[src/rtl/mngr_pkg.sv]
// Package for the mutualistic network growth-rate block.
// Holds payload structs, register indexes, sequencer states and widths.
// No dependencies.
`timescale 1ns / 1ps

package mngr_pkg;

   localparam int DATA_W    = 32;
   localparam int IDX_W     = 6;
   localparam int CNT_W     = 7;
   localparam int CSR_IDX_W = 3;
   localparam int WIDE_W    = 80;

   localparam int DEF_MAX_NODES = 64;
   localparam int DEF_MAX_EDGES = 256;
   localparam int DEF_FRAC_BITS = 16;

   typedef enum logic [1:0] {
      MODE_WRITE_NODE  = 2'd0,
      MODE_APPEND_EDGE = 2'd1,
      MODE_EVALUATE    = 2'd2,
      MODE_CLEAR_EDGES = 2'd3
   } mode_type;

   typedef enum logic [CSR_IDX_W-1:0] {
      REG_GROWTH_ALPHA   = 3'd0,
      REG_INTRA_COMP     = 3'd1,
      REG_INTER_COMP     = 3'd2,
      REG_HANDLING_TIME  = 3'd3,
      REG_POLLINATOR_CNT = 3'd4,
      REG_PLANT_CNT      = 3'd5
   } csr_index_type;

   typedef struct packed {
      logic [1:0]               mode;
      logic [IDX_W-1:0]         node_index;
      logic signed [DATA_W-1:0] abundance;
      logic signed [DATA_W-1:0] benefit_rate;
      logic [IDX_W-1:0]         edge_first;
      logic [IDX_W-1:0]         edge_second;
   } req_payload_type;

   typedef struct packed {
      logic [IDX_W-1:0]         result_node;
      logic signed [DATA_W-1:0] growth_rate;
      logic                     saturated;
      logic                     last;
   } rsp_payload_type;

   typedef struct packed {
      logic busy;
      logic done;
   } div_status_type;

   typedef enum logic [4:0] {
      ST_IDLE,
      ST_Q_START,
      ST_Q_WAIT,
      ST_CLEAR,
      ST_CLEAR_END,
      ST_E_ADDR,
      ST_E_READ,
      ST_E_FIRST,
      ST_E_SECOND_RD,
      ST_E_SECOND_WR,
      ST_N_READ,
      ST_N_LOAD,
      ST_M_GN,
      ST_M_HGN,
      ST_DEN,
      ST_DIV_START,
      ST_INTRA,
      ST_INTER,
      ST_DIV_WAIT,
      ST_SUM,
      ST_M_FINAL,
      ST_OUT
   } state_type;

endpackage

[src/rtl/mngr_div.sv]
// Shared signed divider, one quotient bit per cycle, truncating toward zero.
// Depends on mngr_pkg. Divisor must be non-zero.
`timescale 1ns / 1ps

module mngr_div #(
   parameter int DIVIDEND_W = mngr_pkg::DATA_W + mngr_pkg::DEF_FRAC_BITS
) (
   input  logic                                clock,
   input  logic                                reset,
   input  logic                                start,
   input  logic signed [DIVIDEND_W-1:0]        dividend,
   input  logic signed [mngr_pkg::DATA_W-1:0]  divisor,
   output mngr_pkg::div_status_type            status,
   output logic signed [DIVIDEND_W:0]          quotient
);

   localparam int DW      = mngr_pkg::DATA_W;
   localparam int STEP_W  = $clog2(DIVIDEND_W + 1);

   logic                  busy_ff, busy_in;
   logic                  done_ff, done_in;
   logic [STEP_W-1:0]     cnt_ff, cnt_in;
   logic [DIVIDEND_W-1:0] dvd_ff, dvd_in;
   logic [DW-1:0]         rem_ff, rem_in;
   logic [DW-1:0]         dsr_ff, dsr_in;
   logic                  neg_ff, neg_in;
   logic [DW:0]           trial;
   logic                  fits;

   always_comb begin
      busy_in = busy_ff;
      done_in = 1'b0;
      cnt_in  = cnt_ff;
      dvd_in  = dvd_ff;
      rem_in  = rem_ff;
      dsr_in  = dsr_ff;
      neg_in  = neg_ff;
      trial   = {rem_ff, dvd_ff[DIVIDEND_W-1]};
      fits    = trial >= {1'b0, dsr_ff};
      if (start) begin
         busy_in = 1'b1;
         cnt_in  = STEP_W'(DIVIDEND_W);
         dvd_in  = dividend[DIVIDEND_W-1] ? DIVIDEND_W'(-dividend) : DIVIDEND_W'(dividend);
         dsr_in  = divisor[DW-1] ? DW'(-divisor) : DW'(divisor);
         rem_in  = '0;
         neg_in  = dividend[DIVIDEND_W-1] ^ divisor[DW-1];
      end else if (busy_ff) begin
         rem_in = fits ? DW'(trial - {1'b0, dsr_ff}) : trial[DW-1:0];
         dvd_in = {dvd_ff[DIVIDEND_W-2:0], fits};
         cnt_in = cnt_ff - 1'b1;
         if (cnt_ff == STEP_W'(1)) begin
            busy_in = 1'b0;
            done_in = 1'b1;
         end
      end
   end

   always_ff @(posedge clock) begin
      if (reset) begin
         busy_ff <= 1'b0;
         done_ff <= 1'b0;
      end else begin
         busy_ff <= busy_in;
         done_ff <= done_in;
      end
   end

   always_ff @(posedge clock) begin
      cnt_ff <= cnt_in;
      dvd_ff <= dvd_in;
      rem_ff <= rem_in;
      dsr_ff <= dsr_in;
      neg_ff <= neg_in;
   end

   assign status.busy = busy_ff;
   assign status.done = done_ff;
   assign quotient = neg_ff ? -$signed({1'b0, dvd_ff}) : $signed({1'b0, dvd_ff});

endmodule

[config.mk]
export PLATFORM = sky130hd
export DESIGN_NAME = mngr_div
export DESIGN_NICKNAME = d
export VERILOG_FILES = /design/src/rtl/mngr_pkg.sv /design/src/rtl/mngr_div.sv
export SDC_FILE = /design/constraint.sdc
export NUM_CORES = 1
export LEC_CHECK = 0
export BUFFER_PORTS_ARGS = -buffer_cell sky130_fd_sc_hd__buf_2
export CORE_UTILIZATION = 35
export DETAILED_ROUTE_END_ITERATION = 10
export PLACE_DENSITY = 0.55
export RECOVER_POWER = 100
export SLEW_MARGIN = 20
export SYNTH_ARGS = -nofsm -noshare
export SYNTH_HDL_FRONTEND = slang
export SYNTH_SLANG_ARGS = --single-unit
[constraint.sdc]
create_clock -name clock -period 3.3 [get_ports clock]
set_input_delay 0.66 -clock clock [delete_from_list [all_inputs] [get_ports clock]]
set_output_delay 0.66 -clock clock [all_outputs]
set_load 0.01 [all_outputs]
After elaboration in Yosys (flattened, before gate mapping):

Cells that the tools add are included.

* muxes and demuxes: 10
* $add $sub $neg: 5
* equal/unequal tests: 1
* bitwise gates (word level): 2
* $lt $le $gt $ge: 1
* reductions and logical operators: 2

Operators with widths (count)
* $mux 48: 3
* $mux 49: 1
* $neg 48->49: 1
* $neg 48->48: 1
* $ge 33x32->1: 1
* $mux 32: 1
* $neg 32->32: 1
* $sub 32x32->32: 1
* $mux 31: 1
* $eq 6x1->1 const B: 1
* $sub 6x1->6 const B: 1
* $mux 1: 4
* $reduce_or 3->1: 1
* $reduce_bool 2->1: 1
* $not 1->1: 1
* $xor 1x1->1: 1

* input bits: 83
* word-level logic and storage cells: 29
* flip-flop bits (word level): 121

Longest topological paths before layout:

* depth after elaboration: 4
* gate-level depth with buffers: 13

Worst setup path before layout:

OpenSTA, ideal clock, no wires.

* kind: reg2out
* from: register dvd_ff[10]
* to: output port quotient[36]
* path buffers: 0
* slack: 0.001 ns
* arrival: 2.639 ns
* cell stages (with the launch flop): 9
* cell sequence: edfxtp_1 -> or4_1 -> nor4_1 -> a41o_1 -> a21boi_1 -> nand2_1 -> a21oi_1 -> o21ai_0 -> xor2_1

* cells in the longest elaborated chain, start to end: 2

Ends and longest elaborated chain
* start: declaration: RTL line mngr_div.sv:23 `logic [DIVIDEND_W-1:0] dvd_ff, dvd_in;`
* start signal: assignment: RTL line mngr_div.sv:70 `dvd_ff <= dvd_in;`
* $neg 48->49: RTL line mngr_div.sv:78 `assign quotient = neg_ff ? -$signed({1'b0, dvd_ff}) : $signed({1'b0, dvd_ff});`
* $mux 49: RTL line mngr_div.sv:78
* end: declaration: RTL line mngr_div.sv:14 `output logic signed [DIVIDEND_W:0] quotient`

Every way passes these cells.

Final worst setup path:

* from: register dvd_ff[8]
* to: output port quotient[44]

The elaborated chain is that of the path after synthesis.

==> qor.csv <==
stage,metric,value,unit
timing,tightest_slew,1.814,ns
clocking,cts_made_buffers,17,
floorplan,core,26060,sq um
synthesis,synth_flop_cell,edfxtp_1,
synthesis,yosysSeqAreaShare,0.3477,
floorplan,ios,134,
critical_path,critPathLaunchType,register,
global_routing,antenna_found_initial,0,
critical_path,crit_type,register to output port,
timing,period_needed,3.506,ns
synthesis,async_flop_share,0,
synthesis,synthAdderAreaFrac,0.05194,
placement,portBuffers,133,
floorplan,die_width,165.0,um
pwr,powerDensity,431.4,nW/um^2
synthesis,synthDistinctLibCells,73,
clocking,htree_levels,4,
timing,fin_crit_sh,1.063,
clocking,clk_path_buf_depth,2,
timing,finalSetupViolations,27,
critical_path,cp.arrival,2.85,ns
run_status,outcome,finished with violations,
route,vias,8522,
route,drc,0,
synthesis,yosys_register_bits,121,
timing,rsz0062_at_grt,true,
synthesis,synth_compound_area_frac,0.1809,
synthesis,synth_edf_count,81,
clocking,cts_tree,done,
pwr,power,5.051,mW
critical_path,cp.required,2.64,ns
global_routing,grt_max_degree,67,
layout,fillers,2601,
clocking,insertion_delay,0.42,ns
timing,fmax,285.2,MHz
global_routing,grt_pass1_vias,7808,
layout,multi_input_area,5873,sq um
clocking,postCtsHoldBufs,0,
global_routing,grtUsageTotal,0.1856,
floorplan,dieHeight,165.0,um
synthesis,synth_xor_area_frac,0.1394,
clocking,clockRootBuffer,clkbuf_16,
timing,hold_violations,0,
route,drt_pass1_iterations,6,
pwr,p_leak,4.757,nW
synthesis,netlist_instances,1057,
route,vias_per_cell,5.280,
synthesis,avgSynthCellArea,8.796,sq um
global_routing,globalRouteOverflowTotal,0,
synthesis,ys_warn_count,0,
timing,hold_slack,0.4334,ns
synthesis,yosys.area_share.simple,0.1814,
layout,syn_to_final_growth,25.93,%
layout,design_area,11710,sq um
layout,regArea,3233,sq um
placement,gp_congestion,0.8643,
run_status,violations,"capacitance limit, slew limit, setup timing",
layout,post_route_cells_drive_above_1_share,0.2432,
synthesis,synthMuxAreaShare,0.04993,
critical_path,critPathMaxFanout,4,
placement,place_area,10890,sq um
synthesis,netlist_area,9298,sq um
layout,nets,1387,
timing,drv_slew,73,
timing,max_slew_margin,-0.2093,
timing,clock_skew,0.01361,ns
route,wl,25.59,mm
min_path,hold_path.class,input pin to register,
run,maxCapViolCount,2,
pwr,vdd_ir_drop_max,253.6,uV
route,antenna_left,0,
route,drt_iter0_drc,603,
timing,setup_ws,-0.2063,ns
clocking,clk_pin_slew,0.06,ns
synthesis,synth_top_family_by_area,simple AND/OR/NAND/NOR gates,
global_routing,grt_pass1_wl,39.58,mm
floorplan,die-area,27220,sq um
synthesis,mappedNetlistNets,1178,
critical_path,crit_path_end_kind,output port,
route,wl_per_cell,15.85,um
clocking,cts_sinks,121,
floorplan,rows,59,
floorplan,initial_core_util,0.3568,
placement,dp_hpwl,19.25,mm
layout,diodes,0,
[cell families (layout without fill, tap and decap cells)]
group | Yosys count | in the layout
and+or+nand+nor | 336 | 336
AOI/OAI and AO/OA | 265 | 265
xor gates and xnor gates | 148 | 148
DFF | 121 | 121
buffers and inverters | 105 | 327
muxes | 44 | 44
adders and majority gates | 38 | 38
[per-layer routing]
metal,track usage,vias to the layer above,share of wire
met5,0,-,0
met4,0.05546,0,0.014
met3,0.02737,32,0.058
li1,-,4301,-
met1,0.2569,3907,0.48
met2,0.2963,282,0.45
[critical path: stages, from the launching register on]
cell and delay (ns):
edfxtp_1 0.39, or4_4 0.58, nor4_4 0.15, buf_4 0.15
a41o_1 0.17, a21boi_2 0.17, buf_6 0.14, nand2_2 0.08
buf_6 0.17, a21oi_4 0.13, xnor2_2 0.14, buf_2 0.17
[where the power goes]
part           switching, mW  internal [mW]
clock network          0.733           1.01
logic                  0.780          0.618
registers              0.122           1.79
total                   1.64           3.42
[repair_timing]
item / 4_1_cts / 5_1_grt
buffers inserted: 4 / 5
pin swaps: 9 / 9
setup endpoints to repair: 30 / 35
hold endpoints to repair: 0 / 0
resized for setup: 47 / 25
[final timing paths]
kind	from	endpoint	slack (ns)	cells past startpoint
worst max-delay path	dvd_ff[8]	quotient[44]	-0.21	11
worst min-delay path	reset	busy_ff	0.43	2
worst max register to register	dsr_ff[17]	rem_ff[17]	0.08	11
worst min register to register	rem_ff[3]	rem_ff[3]	0.48	2
[through the flow]
step | worst slack, ns | std cells | utilization | TNS (ns)
CTS | -0.3242 | 1609 | 0.4470 | -5.826
detailed placement | -0.2661 | 1573 | 0.4179 | -2.720
global placement | -0.2446 | 1573 | 0.4179 | -2.548
global route | -0.3524 | 1614 | 0.4493 | -8.232
finish | -0.2063 | 1614 | 0.4493 | -3.800
floorplan | 0.0005249 | 1057 | - | 0
[layout by cell type, fill, tap and decap left out, drive strengths merged, types with 4 or more instances in the layout]
master / count
o31ai: 29
or4: 16
o21ai: 72
nand3b: 7
a31oi: 4
clkbuf: 58
xnor2: 87
xor2: 61
a311oi: 5
buf: 202
edfxtp: 81
mux2: 16
nand2: 86
a211oi: 15
a21oi: 78
inv: 56
nor2: 88
nand4: 5
nand3: 23
or2: 8
o41ai: 15
nor2b: 6
mux2i: 28
a21o: 11
clkinv: 10
nand2b: 9
ha: 37
dfxtp: 40
or3: 31
nor4: 17
and3: 8
nor3: 20
[cell usage after synthesis (4+ instances only)]
library cell	n	area share
a211oi_1	15	0.012
a21o_1	11	0.0089
a21oi_1	77	0.041
a311oi_1	5	0.0047
a31oi_1	4	0.0027
and3_1	8	0.0054
buf_4	5	0.0040
clkbuf_1	39	0.016
dfxtp_1	40	0.086
edfxtp_1	81	0.26
ha_1	37	0.050
inv_1	54	0.022
mux2_2	15	0.018
mux2i_1	28	0.030
nand2_1	86	0.035
nand2b_1	9	0.0061
nand3_1	23	0.012
nand3b_1	7	0.0057
nand4_1	5	0.0034
nor2_1	88	0.036
nor2b_1	6	0.0040
nor3_1	20	0.011
nor4_1	16	0.011
o21ai_0	67	0.036
o21ai_1	5	0.0027
o31ai_1	27	0.022
o41ai_1	15	0.014
or2_2	6	0.0040
or3_1	30	0.020
or4_1	12	0.0097
or4_4	4	0.0048
xnor2_1	87	0.082
xor2_1	61	0.057
[state kept, by name, summed over array words and instances (netlist names)]
name     flops
done_ff      1
dsr_ff      32
busy_ff      1
dvd_ff      48
rem_ff      32
neg_ff       1
cnt_ff       6
[final cells by class]
class                   instances  share of cell area
multi-input cells             831              0.5016
flip-flops and latches        121              0.2761
repair buffers                241              0.1221
clock buffers                  19             0.03879
well taps                     335             0.03580
inverters                      54             0.01731
clock inverters                13            0.008228
Power figures use the tool's default switching activity.
